`src/sv/q2e_pkg.sv`:
```
// ----------------------------------------------------------------------------
// q2e_pkg
// Shared types, constants and helpers for the quaternion to Euler converter.
// ----------------------------------------------------------------------------
`default_nettype none

package q2e_pkg;

	localparam int CORDIC_STAGES_DEF = 16;
	localparam int TABLE_LEN         = 24;

	localparam int XY_W  = 38;  // CORDIC vector width
	localparam int Z_W   = 20;  // angle accumulator, 2^-16 rad
	localparam int SUM_W = 36;  // sine and cosine terms, 2^-28 units
	localparam int SP_W  = 29;  // in-range pitch sine
	localparam int RAD_W = 57;  // sqrt radicand
	localparam int R_W   = 58;  // sqrt partial root
	localparam int SQ_N  = 29;  // sqrt steps, one result bit each
	localparam int OUT_W = 17;  // rounded angle before clamping

	localparam logic signed [Z_W-1:0]   PI_Q16      = 20'sd205887;
	localparam logic signed [OUT_W-1:0] PI_Q13      = 17'sd25736;
	localparam logic signed [OUT_W-1:0] HALF_PI_Q13 = 17'sd12868;
	localparam logic signed [SUM_W-1:0] ONE_Q28     = 36'sd268435456;

	typedef struct packed {
		logic signed [XY_W-1:0] x;
		logic signed [XY_W-1:0] y;
		logic signed [Z_W-1:0]  z;
	} vec_t;

	typedef struct packed {
		logic [RAD_W-1:0] v;
		logic [R_W-1:0]   r;
	} sq_t;

	typedef struct packed {
		logic signed [SUM_W-1:0] sr;
		logic signed [SUM_W-1:0] cr;
		logic signed [SUM_W-1:0] sy;
		logic signed [SUM_W-1:0] cy;
		logic signed [SP_W-1:0]  sp;
		logic                    clamped;
		logic                    neg;
	} side_t;

	typedef struct packed {
		logic clamped;
		logic neg;
		logic zero_r;
		logic zero_p;
		logic zero_y;
	} flags_t;

	function automatic logic signed [Z_W-1:0] atan_q16(input int i);
		logic signed [Z_W-1:0] a;
		unique case (i)
			0:       a = 20'sd51472;
			1:       a = 20'sd30386;
			2:       a = 20'sd16055;
			3:       a = 20'sd8150;
			4:       a = 20'sd4091;
			5:       a = 20'sd2047;
			6:       a = 20'sd1024;
			7:       a = 20'sd512;
			8:       a = 20'sd256;
			9:       a = 20'sd128;
			10:      a = 20'sd64;
			11:      a = 20'sd32;
			12:      a = 20'sd16;
			13:      a = 20'sd8;
			14:      a = 20'sd4;
			15:      a = 20'sd2;
			16:      a = 20'sd1;
			default: a = '0;
		endcase
		return a;
	endfunction

	// fold the left half plane onto the right one
	function automatic vec_t prep(input logic signed [XY_W-1:0] y,
			input logic signed [XY_W-1:0] x);
		vec_t v;
		if (x < 0) begin
			v.x = -x;
			v.y = -y;
			v.z = (y >= 0) ? PI_Q16 : -PI_Q16;
		end else begin
			v.x = x;
			v.y = y;
			v.z = '0;
		end
		return v;
	endfunction

	// round half up to Q3.13 and clamp
	function automatic logic signed [OUT_W-1:0] to_q13(input logic signed [Z_W-1:0] z,
			input logic signed [OUT_W-1:0] lim);
		logic signed [Z_W-1:0]   zr;
		logic signed [OUT_W-1:0] s;
		zr = (z + 20'sd4) >>> 3;
		s  = zr[OUT_W-1:0];
		if (s > lim)
			return lim;
		else if (s < -lim)
			return -lim;
		return s;
	endfunction

endpackage

`default_nettype wire

```
`src/sv/q2e_cordic_cell.sv`:
```
// ----------------------------------------------------------------------------
// q2e_cordic_cell
// One vectoring iteration of CORDIC, registered.
// ----------------------------------------------------------------------------
`default_nettype none

module q2e_cordic_cell #(
	parameter int STAGE = 0
) (
	input  wire                   clk,
	input  wire                   en,
	input  wire q2e_pkg::vec_t    d,
	output q2e_pkg::vec_t         q
);

	localparam logic signed [q2e_pkg::Z_W-1:0] ANG = q2e_pkg::atan_q16(STAGE);

	logic signed [q2e_pkg::XY_W-1:0] dx;
	logic signed [q2e_pkg::XY_W-1:0] dy;
	q2e_pkg::vec_t                   nx;

	always_comb begin
		dx = d.y >>> STAGE;
		dy = d.x >>> STAGE;
		if (d.y > 0) begin
			nx.x = d.x + dx;
			nx.y = d.y - dy;
			nx.z = d.z + ANG;
		end else begin
			nx.x = d.x - dx;
			nx.y = d.y + dy;
			nx.z = d.z - ANG;
		end
	end

	always_ff @(posedge clk) begin
		if (en)
			q <= nx;
	end

endmodule

`default_nettype wire

```
`config.mk`:
```
export PLATFORM = sky130hd
export DESIGN_NAME = q2e_cordic_cell
export DESIGN_NICKNAME = d
export VERILOG_FILES = /design/src/sv/q2e_pkg.sv /design/src/sv/q2e_cordic_cell.sv
export SDC_FILE = /design/constraint.sdc
export NUM_CORES = 1
export LEC_CHECK = 0
export CAP_MARGIN = 20
export CORE_AREA = 2 2 141 198
export CTS_CLUSTER_DIAMETER = 150
export DETAILED_ROUTE_END_ITERATION = 8
export DIE_AREA = 0 0 143 200
export DONT_BUFFER_PORTS = 1
export PLACE_DENSITY_LB_ADDON = 0.3
export SYNTH_ARGS = -nofsm -noshare
export SYNTH_HDL_FRONTEND = slang
export SYNTH_SLANG_ARGS = --single-unit
```
`constraint.sdc`:
```
create_clock -name clk -period 6.41 [get_ports clk]
set_clock_uncertainty 0.05 [all_clocks]
set_input_delay 1.6025 -clock clk [delete_from_list [all_inputs] [get_ports clk]]
set_output_delay 1.6025 -clock clk [all_outputs]
set_load 0.01 [all_outputs]
```
# Yosys cells after proc, flatten, opt, wreduce, memory -nomap -nowiden
# Index checks and enable logic that the tools add are counted.
# totals
ff_bits	96
out_inout_bits	96
wordCells	10
# op_classes
muxes	1
magnitude_cmp	1
add_sub_neg	5
# op_table
op	count
2-to-1 mux 96 bit	1
subtractor 38 bit	2
adder 38 bit	1
greater-than comparator 38 x 1 -> 1 bit (second input constant)	1
adder 20 x 17 -> 20 bit (second input constant)	1
subtractor 20 x 17 -> 20 bit (second input constant)	1

# Longest topological paths before layout
# logic_depth
depth_word	2
ltp_mapped	18

# Worst setup path before layout
# OpenSTA, ideal clock, no wires.
# synth_path
kind	input port to flip-flop
from	in d[45] in the netlist's numbering
to	reg q[19] in the netlist's numbering (data pin)
arrival_ps	4971
cell_stages	16
slack_ps	1129
cell_sequence	nor4_1 -> nand4_1 -> nor3_1 -> or2_2 -> clkbuf_1 -> clkbuf_1 -> buf_1 -> ha_1 -> a21o_1 -> a21oi_1 -> o21a_1 -> o21ai_0 -> o41ai_1 -> o2111ai_1 -> a21oi_1 -> xnor2_1
# synth_lines
item	line	text
start: declaration	q2e_cordic_cell.sv:12	input wire q2e_pkg::vec_t d,
end signal: assignment	q2e_cordic_cell.sv:38	q <= nx;
end: declaration	q2e_cordic_cell.sv:13	output q2e_pkg::vec_t q

==> results.tsv <==
stage	metric	value	unit
drt	Routed wire per std cell	22.3	um
critical_path	most used cell, CP	nor3_1	
timing	Max Slew Vio Count	0	
grt	largest net degree at the start of global routing	96	
run_status	status	completed	
finish	area taken by multi-input logic gates	0.00682	mm^2
cts	Post CTS Setup Buffer Count	0	
floorplan	Core Region	0.0267	mm^2
placed_design	Inst Count DP	1555	
synth	sequential area share after synthesis	27.5	%
power_and_ir_drop	PwrDens	210	mW/mm^2
placed_design	# port buffers	0	
critical_path	CP max stage cell	nor3_1	
power_and_ir_drop	Power Internal	0.00143	W
finish	post-route insts no fill	1571	
floorplan	row count	71	
drt	via count	9299	
drt	DR DRC count	0	
grt	initial antenna violation count	0	
power_and_ir_drop	Clock power frac	25.1	%
synth	Synth cell types	78	
grt	total gr overflow	0	
synth	Synth Flop Type	edfxtp_1	
grt	overall routing resource usage	24.4	%
floorplan	Initial Utilization	38.7	%
finish	Area Overhead vs Synth	5.60	%
finish	Nets	1428	
synth	EDFF count, synth	95	
timing	final worst-path cycle share	79.2	%
drt	router iterations before antenna repair	5	
drt	vias per cell	5.92	
job	max_cap viols	0	
grt	first-pass GRT wire length	52.6	mm
synth	yosys warns	0	
finish	fraction of layout cells with a size suffix above 1	3.65	%
timing	RSZ-0062 raised after global routing	no	
floorplan	IO Pins	194	
critical_path	CP peak stage delay	0.55	ns
timing	Worst-Margin Slew	0.872	ns
floorplan	chip width	143	um
synth	Yosys top cell by area	edfxtp_1	
synth	count leader, synth	a21oi_1	
critical_path	CP cell instances	nor3_1 > nand4_1 > nor3_1 > or2_2 > inv_2 > fa_1 > nor2b_1 > o21ai_0 > a21boi_0 > o211ai_1 > a21oi_1 > nor3_1 > o41ai_1 > a21oi_1 > xnor2_1	
timing	Fin Setup TNS	0	ns
cts	Clk pin slew, worst setup/hold paths	0.07	ns
finish	Sequential cell area	0.00285	mm^2
synth	most frequent cells after synthesis	144 x a21oi_1, 125 x ha_1, 123 x inv_1	
critical_path	crit start category	input pin	
synth	Seq cells post-synth	95	
cts	Post-CTS Hold Fix Bufs	0	
synth	Post-Synthesis Cells	1237	
placed_design	routability congestion estimate	0.946	
cts	CTS Buf Count	9	
timing	endpoints failing hold	0	
floorplan	die height	200	um
synth	Post-Syn Nets	1464	
grt	vias in the first global route	9319	
critical_path	WS Path Type	in -> reg	
cts	CTS tree	done	
timing	Fmax	197	MHz
finish	Final Util	40.9	%
drt	WL final	35.1	mm
critical_path	crit path DAT	5.16	ns
power_and_ir_drop	combinational fraction of design power	34.3	%
finish	Largest register FFs	95	
timing	worst relative slew slack	41.3	%
timing	minimum clock period	5.07	ns
finish	Reg with most FFs	q	
finish	antenna diode instance count	0	
critical_path	critical path fanouts, max	9	
cts	clk buf depth	2	
synth	Async SR Flop Fraction	0	%
cts	H-tree levels	3	
finish	fillers	2760	
cts	clk sink count	95	
power_and_ir_drop	maximum VDD drop	0.129	mV
drt	1st-iter DRT viols	728	
power_and_ir_drop	sw frac	37.5	%
critical_path	Worst Setup SP	d[42]	
cts	CTS root buf	clkbuf_16	
power_and_ir_drop	part of the power in registers	40.6	%
finish	Top Registers	q: 95 flops	
timing	Setup violations, final	0	
floorplan	die area	0.0286	mm^2
power_and_ir_drop	static leakage	4.50	nW
drt	Routed Antenna Nets	0	
synth	Area contributors post-synth	edfxtp_1 28%, ha_1 15%, a21oi_1 7.0%, xnor2_1 6.8%, inv_1 4.5%	
min_path	worst hold path type	in -> reg	
placed_design	hpwl dp	27.9	mm
synth	Mean Syn Cell Area	8.38	um^2
power_and_ir_drop	sw power	0.000862	W
synth	Synth top area share	27.5	%
critical_path	Worst Setup End Kind	flop	
critical_path	data required time of the critical path	6.50	ns
cts	post_cts resized	0	
min_path	Hold Startpoint	d[3]	
synth	Mapped Area	0.0104	mm^2
[critical path: cells and delay by family]
| family | cells | cell delay, ns |
|---|---|---|
| compound gates | 6 | 1.34 |
| xor+xnor | 1 | 0.13 |
| fa+ha+maj | 1 | 0.42 |
| buf+inv | 1 | 0.16 |
| simple gates | 6 | 1.49 |
[layout by cell type (no fill, tap or decap), types with 5 or more instances in the layout]
cell	count
a2111oi_0	5
a211o_1	6
a211oi_1	19
a21o_1	34
a21oi_1	144
a31oi_1	13
and2_1	6
and3_1	7
buf_4	6
clkbuf_16	9
edfxtp_1	95
ha_1	125
inv_1	122
mux2i_1	17
nand2_1	60
nand2b_1	15
nand3_1	13
nand4_1	19
nor2_1	100
nor2b_1	19
nor3_1	25
nor4_1	13
o211ai_1	11
o21a_1	17
o21ai_0	88
o21bai_1	24
o31ai_1	7
or3_1	9
xnor2_1	81
xor2_1	6
[final timing paths]
path	end	cells after the start
min	q[3]	0
max	q[18]	15
[per-stage QoR]
stage               setup slack [ns]  hold slack, ns  instance area (um^2)  power [W]
floorplan                       1.13            1.65                 10400    0.00150
global placement                1.09            1.65                 10600    0.00172
detailed placement              1.02            1.65                 10600    0.00172
CTS                             1.44            1.25                 10900    0.00231
global route                   0.999            1.25                 10900    0.00242
finish                          1.34            1.27                 10900    0.00230
[power groups by stage]
stage / Combinational (W) / Sequential (W) / Clock [W]
5_1_grt: 0.000861 / 0.000944 / 0.000615
3_5_place_dp: 0.000770 / 0.000948 / 0
2_1_floorplan: 0.000584 / 0.000921 / 0
3_3_place_gp: 0.000769 / 0.000949 / 0
6_report: 0.000787 / 0.000932 / 0.000577
4_1_cts: 0.000776 / 0.000936 / 0.000599
[routing by layer]
| layer | track usage (%) | part of all wire (%) |
|---|---|---|
| met1 | 25.6 | 36 |
| met2 | 43.5 | 51 |
| met3 | 5.63 | 6.6 |
| met4 | 15.5 | 6.7 |
| met5 | 0 | 0 |
[layout make-up]
cell class | instances | share of cell area, %
Sequential cell | 95 | 26.1
Inverter | 123 | 4.22
Clock inverter | 7 | 0.720
Timing Repair Buffer | 6 | 0.412
Multi-Input combinational cell | 966 | 62.3
Tap cell | 365 | 4.17
Clock buffer | 9 | 2.06
[cells by family (layout without fill, tap and decap cells)]
| kind of cell | after synthesis | in the layout | synth area share [%] |
|---|---|---|---|
| AO/OA/AOI/OAI | 426 | 426 | 26.3 |
| AND/OR/NAND/NOR | 307 | 307 | 14.7 |
| buffers and inverters | 176 | 145 | 6.63 |
| adder cells (fa/ha/maj) | 129 | 129 | 15.9 |
| flip-flops | 95 | 95 | 27.5 |
| XOR/XNOR | 87 | 87 | 7.35 |
| multiplexers | 17 | 17 | 1.64 |
Note: power is estimated with default switching activity, not from simulation.
