File: src/sv/q2e_pkg.sv
// ----------------------------------------------------------------------------
// q2e_pkg
// Shared types, constants and helpers for the quaternion to Euler converter.
// ----------------------------------------------------------------------------
`default_nettype none

package q2e_pkg;

	localparam int CORDIC_STAGES_DEF = 16;
	localparam int TABLE_LEN         = 24;

	localparam int XY_W  = 38;  // CORDIC vector width
	localparam int Z_W   = 20;  // angle accumulator, 2^-16 rad
	localparam int SUM_W = 36;  // sine and cosine terms, 2^-28 units
	localparam int SP_W  = 29;  // in-range pitch sine
	localparam int RAD_W = 57;  // sqrt radicand
	localparam int R_W   = 58;  // sqrt partial root
	localparam int SQ_N  = 29;  // sqrt steps, one result bit each
	localparam int OUT_W = 17;  // rounded angle before clamping

	localparam logic signed [Z_W-1:0]   PI_Q16      = 20'sd205887;
	localparam logic signed [OUT_W-1:0] PI_Q13      = 17'sd25736;
	localparam logic signed [OUT_W-1:0] HALF_PI_Q13 = 17'sd12868;
	localparam logic signed [SUM_W-1:0] ONE_Q28     = 36'sd268435456;

	typedef struct packed {
		logic signed [XY_W-1:0] x;
		logic signed [XY_W-1:0] y;
		logic signed [Z_W-1:0]  z;
	} vec_t;

	typedef struct packed {
		logic [RAD_W-1:0] v;
		logic [R_W-1:0]   r;
	} sq_t;

	typedef struct packed {
		logic signed [SUM_W-1:0] sr;
		logic signed [SUM_W-1:0] cr;
		logic signed [SUM_W-1:0] sy;
		logic signed [SUM_W-1:0] cy;
		logic signed [SP_W-1:0]  sp;
		logic                    clamped;
		logic                    neg;
	} side_t;

	typedef struct packed {
		logic clamped;
		logic neg;
		logic zero_r;
		logic zero_p;
		logic zero_y;
	} flags_t;

	function automatic logic signed [Z_W-1:0] atan_q16(input int i);
		logic signed [Z_W-1:0] a;
		unique case (i)
			0:       a = 20'sd51472;
			1:       a = 20'sd30386;
			2:       a = 20'sd16055;
			3:       a = 20'sd8150;
			4:       a = 20'sd4091;
			5:       a = 20'sd2047;
			6:       a = 20'sd1024;
			7:       a = 20'sd512;
			8:       a = 20'sd256;
			9:       a = 20'sd128;
			10:      a = 20'sd64;
			11:      a = 20'sd32;
			12:      a = 20'sd16;
			13:      a = 20'sd8;
			14:      a = 20'sd4;
			15:      a = 20'sd2;
			16:      a = 20'sd1;
			default: a = '0;
		endcase
		return a;
	endfunction

	// fold the left half plane onto the right one
	function automatic vec_t prep(input logic signed [XY_W-1:0] y,
			input logic signed [XY_W-1:0] x);
		vec_t v;
		if (x < 0) begin
			v.x = -x;
			v.y = -y;
			v.z = (y >= 0) ? PI_Q16 : -PI_Q16;
		end else begin
			v.x = x;
			v.y = y;
			v.z = '0;
		end
		return v;
	endfunction

	// round half up to Q3.13 and clamp
	function automatic logic signed [OUT_W-1:0] to_q13(input logic signed [Z_W-1:0] z,
			input logic signed [OUT_W-1:0] lim);
		logic signed [Z_W-1:0]   zr;
		logic signed [OUT_W-1:0] s;
		zr = (z + 20'sd4) >>> 3;
		s  = zr[OUT_W-1:0];
		if (s > lim)
			return lim;
		else if (s < -lim)
			return -lim;
		return s;
	endfunction

endpackage

`default_nettype wire

File: src/sv/q2e_sqrt_cell.sv
// ----------------------------------------------------------------------------
// q2e_sqrt_cell
// One step of the bit-by-bit integer square root, registered.
// ----------------------------------------------------------------------------
`default_nettype none

module q2e_sqrt_cell #(
	parameter int IDX = 0
) (
	input  wire                   clk,
	input  wire                   en,
	input  wire q2e_pkg::sq_t     d,
	output q2e_pkg::sq_t          q
);

	localparam logic [q2e_pkg::R_W-1:0] BIT =
		q2e_pkg::R_W'(1) << (q2e_pkg::RAD_W - 1 - 2 * IDX);

	logic [q2e_pkg::R_W-1:0] sum;
	q2e_pkg::sq_t            nx;

	always_comb begin
		sum = d.r + BIT;
		if ({1'b0, d.v} >= sum) begin
			nx.v = d.v - sum[q2e_pkg::RAD_W-1:0];
			nx.r = (d.r >> 1) + BIT;
		end else begin
			nx.v = d.v;
			nx.r = d.r >> 1;
		end
	end

	always_ff @(posedge clk) begin
		if (en)
			q <= nx;
	end

endmodule

`default_nettype wire

File: config.mk
export PLATFORM = sky130hd
export DESIGN_NAME = q2e_sqrt_cell
export DESIGN_NICKNAME = d
export VERILOG_FILES = /design/src/sv/q2e_pkg.sv /design/src/sv/q2e_sqrt_cell.sv
export SDC_FILE = /design/constraint.sdc
export NUM_CORES = 1
export LEC_CHECK = 0
export BUFFER_PORTS_ARGS = -buffer_cell sky130_fd_sc_hd__buf_2
export CAP_MARGIN = 25
export CORE_MARGIN = 5
export CORE_UTILIZATION = 35
export DETAILED_ROUTE_END_ITERATION = 16
export HOLD_SLACK_MARGIN = 0.02
export SLEW_MARGIN = 20
export SYNTH_ARGS = -nofsm -noshare
export SYNTH_HDL_FRONTEND = slang
export SYNTH_SLANG_ARGS = --single-unit
File: constraint.sdc
create_clock -name clk -period 3.6 [get_ports clk]
set_input_delay 0.18 -clock clk [delete_from_list [all_inputs] [get_ports clk]]
set_output_delay 0.18 -clock clk [all_outputs]
set_load 0.005 [all_outputs]
Yosys cells after proc, flatten, opt, wreduce, memory -nomap -nowiden
Cells that the tools add are included.
Widths: inputs -> output; s select.
{"block": "totals", "regBits": 115, "output_inout_bits": 115}
{"block": "classes", "addsub": 3, "muxes": 1, "order_cmp": 1}
{"operator": "$mux 115", "n": 1}
{"operator": "$add 57x57->58 const B", "n": 1}
{"operator": "$add 58x57->58 const B", "n": 1}
{"operator": "$ge 57x58->1", "n": 1}
{"operator": "$sub 57x57->57", "n": 1}

Logic depth before layout (Yosys ltp)
{"block": "depth", "word_depth": 3, "ltp_mapped": 16}

Least setup slack after synthesis
Ideal clock, no wire load.
{"block": "synth_path", "path_kind": "input-to-reg", "start": "input port d[58] in the netlist's numbering", "end": "register q[107] in the netlist's numbering (data pin)", "t_required_ns": 3.340, "stages": 16, "arrival_ns": 2.931, "n_path_buf": 2, "slack_ns": 0.409, "setup_ns": 0.260, "path_cell_list": "inv_1 ha_1 inv_1 fa_1 a21oi_1 o21ai_0 a31oi_1 and2_1 o211a_1 a21oi_4 a21oi_2 o21ba_1 o21a_1 buf_6 buf_6 mux2_2"}
{"element": "start, declared", "line": "q2e_sqrt_cell.sv:12", "rtl": "input wire q2e_pkg::sq_t d,"}
{"element": "end signal, assigned", "line": "q2e_sqrt_cell.sv:35", "rtl": "q <= nx;"}
{"element": "end, declared", "line": "q2e_sqrt_cell.sv:13", "rtl": "output q2e_pkg::sq_t q"}

==> key figures <==
Status
  • Run status: finished clean

Place
  • DPL Wire Length: 16,790 um
  • Total of buffers placed on input and output ports: between 200 and 250
  • Gpl congestion: between 0.8 and 0.9
  • Area post-placement: approximately 0.0091 mm2
  • Total placed cells including tap cells: 1,207
  • Worst-case setup slack after placement: about 10 ps

Yosys
  • Warnings from Yosys: 0
  • Number of distinct library cells after synthesis: 57
  • Number of enable flip-flop cells after synthesis: 115
  • Post-synthesis average cell area: 10.79 um2
  • Syn Std Cell Area: 0.007512 mm2
  • Area share of the leading cell type in the synthesized netlist: 45.97%
  • Biggest area contributors in the synthesized netlist: sky130_fd_sc_hd__edfxtp_1 46%, sky130_fd_sc_hd__ha_1 9.5%, sky130_fd_sc_hd__mux2_2 8.1%
  • Cell type contributing the most total cell area after synthesis: sky130_fd_sc_hd__edfxtp_1
  • Async set-or-reset flop fraction in the synthesized netlist: 0%
  • Synthesized netlist cell count: between 600 and 700
  • Top_reg_cell synth: sky130_fd_sc_hd__edfxtp_1
  • Register bit count reported by yosys: about 120
  • Synthesized net count: 871
  • Share of synthesized area occupied by flip-flops and latches: 45.97%

Critical path
  • CP Data Required Time: roughly 3800 ps
  • CP Cell Sequence: dlygate4sd3_1 > buf_2 > inv_1 > ha_1 > nand2_1 > a21oi_2 > nor2_1 > or4_1 > o211a_1 > a21oi_4 > a21oi_2 > o21ba_1 > o21a_4 > clkbuf_16 > mux2_2
  • Crit path arrival time: 3640 ps
  • Cell repeated most along the worst path: sky130_fd_sc_hd__a21oi_2
  • Class of the most critical setup path: input port to flop
  • Cell at the slowest stage of the critical path: sky130_fd_sc_hd__dlygate4sd3_1
  • Biggest cell delay along the critical path: 530 ps
  • Critical Path Start Type: input port
  • Kind of capture point of the worst setup path: flop
  • Worst-path fanout max: 22
  • Cell type group with the largest total delay on the critical path: compound AO/OA/AOI/OAI gates
  • Buffers plus inverters on the worst setup path: 4

Floorplanning
  • I/O pins: approximately 230
  • Core Box Area: 0.02109 mm2
  • Effective utilization at floorplan: 35.62%
  • Width of the die: 156.5 um
  • Die Span Y: 156.5 um
  • Placement Rows: 53
  • Die Area: 0.02449 mm2

GRT
  • Vias in the first global route: around 6,500
  • Maximum number of pins on one net before global-route repair: 66
  • Total global routing track utilization: 17.57%
  • Antenna violations before repair: 3
  • Overflow left after global routing: 0
  • Global-route wire length before repair: 33,760 um

Timing
  • Worst slew margin: between 40% and 50%
  • Count of final hold-check violations: 0
  • Post-route clock period utilization: 96.63%
  • Final-layout worst hold slack: around 83 ps
  • Maximum frequency from static timing analysis: 287.5 MHz
  • Tightest Pin Transition: 870.3 ps
  • Final Critical Period: approximately 3500 ps
  • Unrepaired setup endpoints after global routing: yes
  • Least setup slack across all paths after layout: 121.4 ps
  • Count of pins over their slew limit: 0
  • Setup-violating endpoint count in the final report: 0

CTS
  • Clock-pin transition on the worst setup and hold timing paths: 60 ps
  • Maximum clock insertion buffer count: 2
  • Total CTS buffers: 17
  • Clock sink count: 115
  • CTS HTree Levels: 4
  • Cell at the root of the clock tree: sky130_fd_sc_hd__clkbuf_16
  • CTS tree: yes

Detailed routing
  • Sum of met3 wire segment lengths after detailed routing: 1457 um
  • Violation count after the first detailed-routing iteration: 398
  • M1 wire length: 10,110 um
  • Via count: 6,487
  • Number of nets with antenna violations after detailed routing: 0
  • Met2 wire length: 10,210 um
  • Detailed Route WL: roughly 22,000 um
  • Number of search-and-repair iterations in the first detailed-routing pass: 5
  • Vias per std cell: 4.986
  • Highest metal layer with signal wires: met5
  • Detailed-route wire length per cell: around 17 um
  • Number of DRC violations after detailed routing: 0

Finish
  • Number of flip-flops in the largest register: approximately 120
  • Post-route non-filler standard cell count: between 1,000 and 1,500
  • Summed area of non-filler cells in the final layout: 0.01042 mm2
  • Fill count: 1,961
  • Share of cells above drive strength 1: 36.04%
  • Most flops, register: q
  • Area Overhead vs Synth: 38.74%
  • Biggest registers after layout: q x115
  • # nets final: 1,186

Pwr
  • VDD IR max: 307.2 uV
  • Final Total Pwr: 4579 uW
  • Leakage power figure: approximately 0.0047 uW
  • Power per unit of standard cell area: between 400 and 500 mW/mm2

Job
  • Number of max-cap violations: 0

Worst hold path
  • Worst hold path type: input port to flop
synth_stat cells (3+ instances only):
cell and number:
sky130_fd_sc_hd__a211oi_1 7, sky130_fd_sc_hd__a21boi_0 3, sky130_fd_sc_hd__a21o_1 32, sky130_fd_sc_hd__a21oi_1 52, sky130_fd_sc_hd__a21oi_2 4, sky130_fd_sc_hd__a31oi_1 8
sky130_fd_sc_hd__and2_1 4, sky130_fd_sc_hd__and3_1 7, sky130_fd_sc_hd__buf_2 8, sky130_fd_sc_hd__clkbuf_1 14, sky130_fd_sc_hd__edfxtp_1 115, sky130_fd_sc_hd__ha_1 57
sky130_fd_sc_hd__inv_1 68, sky130_fd_sc_hd__mux2_2 54, sky130_fd_sc_hd__nand2_1 51, sky130_fd_sc_hd__nand2b_1 5, sky130_fd_sc_hd__nand3_1 9, sky130_fd_sc_hd__nand4_1 14
sky130_fd_sc_hd__nor2_1 26, sky130_fd_sc_hd__nor2b_1 6, sky130_fd_sc_hd__nor3_1 7, sky130_fd_sc_hd__o21a_1 7, sky130_fd_sc_hd__o21ai_0 37, sky130_fd_sc_hd__o21bai_1 7
sky130_fd_sc_hd__xnor2_1 29, sky130_fd_sc_hd__xor2_1 26
cell families (layout without fill, tap and decap cells):
logic type	Yosys count	count (layout)	share of synthesized area [%]
XOR/XNOR	55	55	6.412
multiplexers	56	56	8.361
adder cells (fa/ha/maj)	58	58	9.760
other	0	2	0
flip-flops	115	115	45.97
AO/OA/AOI/OAI	183	183	15.87
buffers and inverters	92	420	4.930
AND/OR/NAND/NOR	137	137	8.694
timing repair:
item | 4_1_cts | 5_1_grt
hold buffers | 56 | 0
hold endpoints to repair | 56 | 0
gates resized for setup | 0 | 12
setup buffers | 0 | 3
endpoints found under the setup margin | 0 | 56
where the power goes:
group | internal [uW] | switching (uW) | leakage, uW
combinational | 556 | 608 | 0.00331
clock | 1090 | 654 | 0.000282
sequential | 1640 | 30.5 | 0.00113
final timing paths:
path | from | end | slack (ps) | cells after the start
max | d[20] | q[92] | 120 | 15
min | d[101] | q[101] | 80 | 2
metal layers:
| metal | track usage [%] | vias to the layer above |
|---|---|---|
| met5 | 0 | - |
| met4 | 6.901 | 2 |
| met3 | 4.369 | 39 |
| met2 | 27.86 | 220 |
| met1 | 23.16 | 3019 |
| li1 | - | 3207 |
cell usage in the layout (no fill, tap or decap), types with 9 or more instances in the layout:
cell type                       Yosys  final
sky130_fd_sc_hd__buf_2              8    230
sky130_fd_sc_hd__inv_1             68     68
sky130_fd_sc_hd__a21o_1            32     32
sky130_fd_sc_hd__buf_4              0     31
sky130_fd_sc_hd__nand4_1           14     14
sky130_fd_sc_hd__edfxtp_1         115    115
sky130_fd_sc_hd__mux2_2            54     54
sky130_fd_sc_hd__ha_1              57     57
sky130_fd_sc_hd__nand3_1            9      9
sky130_fd_sc_hd__nor2_1            26     25
sky130_fd_sc_hd__xor2_1            26     26
sky130_fd_sc_hd__a21oi_1           52     51
sky130_fd_sc_hd__dlygate4sd3_1      0     56
sky130_fd_sc_hd__clkbuf_16          0     18
sky130_fd_sc_hd__o21ai_0           37     36
sky130_fd_sc_hd__nand2_1           51     51
sky130_fd_sc_hd__xnor2_1           29     29
cell type report:
class | count | area [um2] | area share, %
Clock buffer | 17 | 425.4 | 4.082
Multi-Input combinational cell | 489 | 3745 | 35.93
Inverter | 68 | 255.2 | 2.449
Antenna cell | 2 | 5.005 | 0.04802
Sequential cell | 115 | 3453 | 33.13
Tap cell | 275 | 344.1 | 3.301
Clock inverter | 15 | 185.2 | 1.777
Timing Repair Buffer | 320 | 2009 | 19.28
stage by stage:
stage          TNS, ps  util, %
4_1_cts              0    48.91
6_report             0    49.42
5_1_grt         -55.77    49.42
2_1_floorplan        0        -
3_3_place_gp    -11.70    43.36
3_5_place_dp         0    43.36
Power figures use the tool's default switching activity.
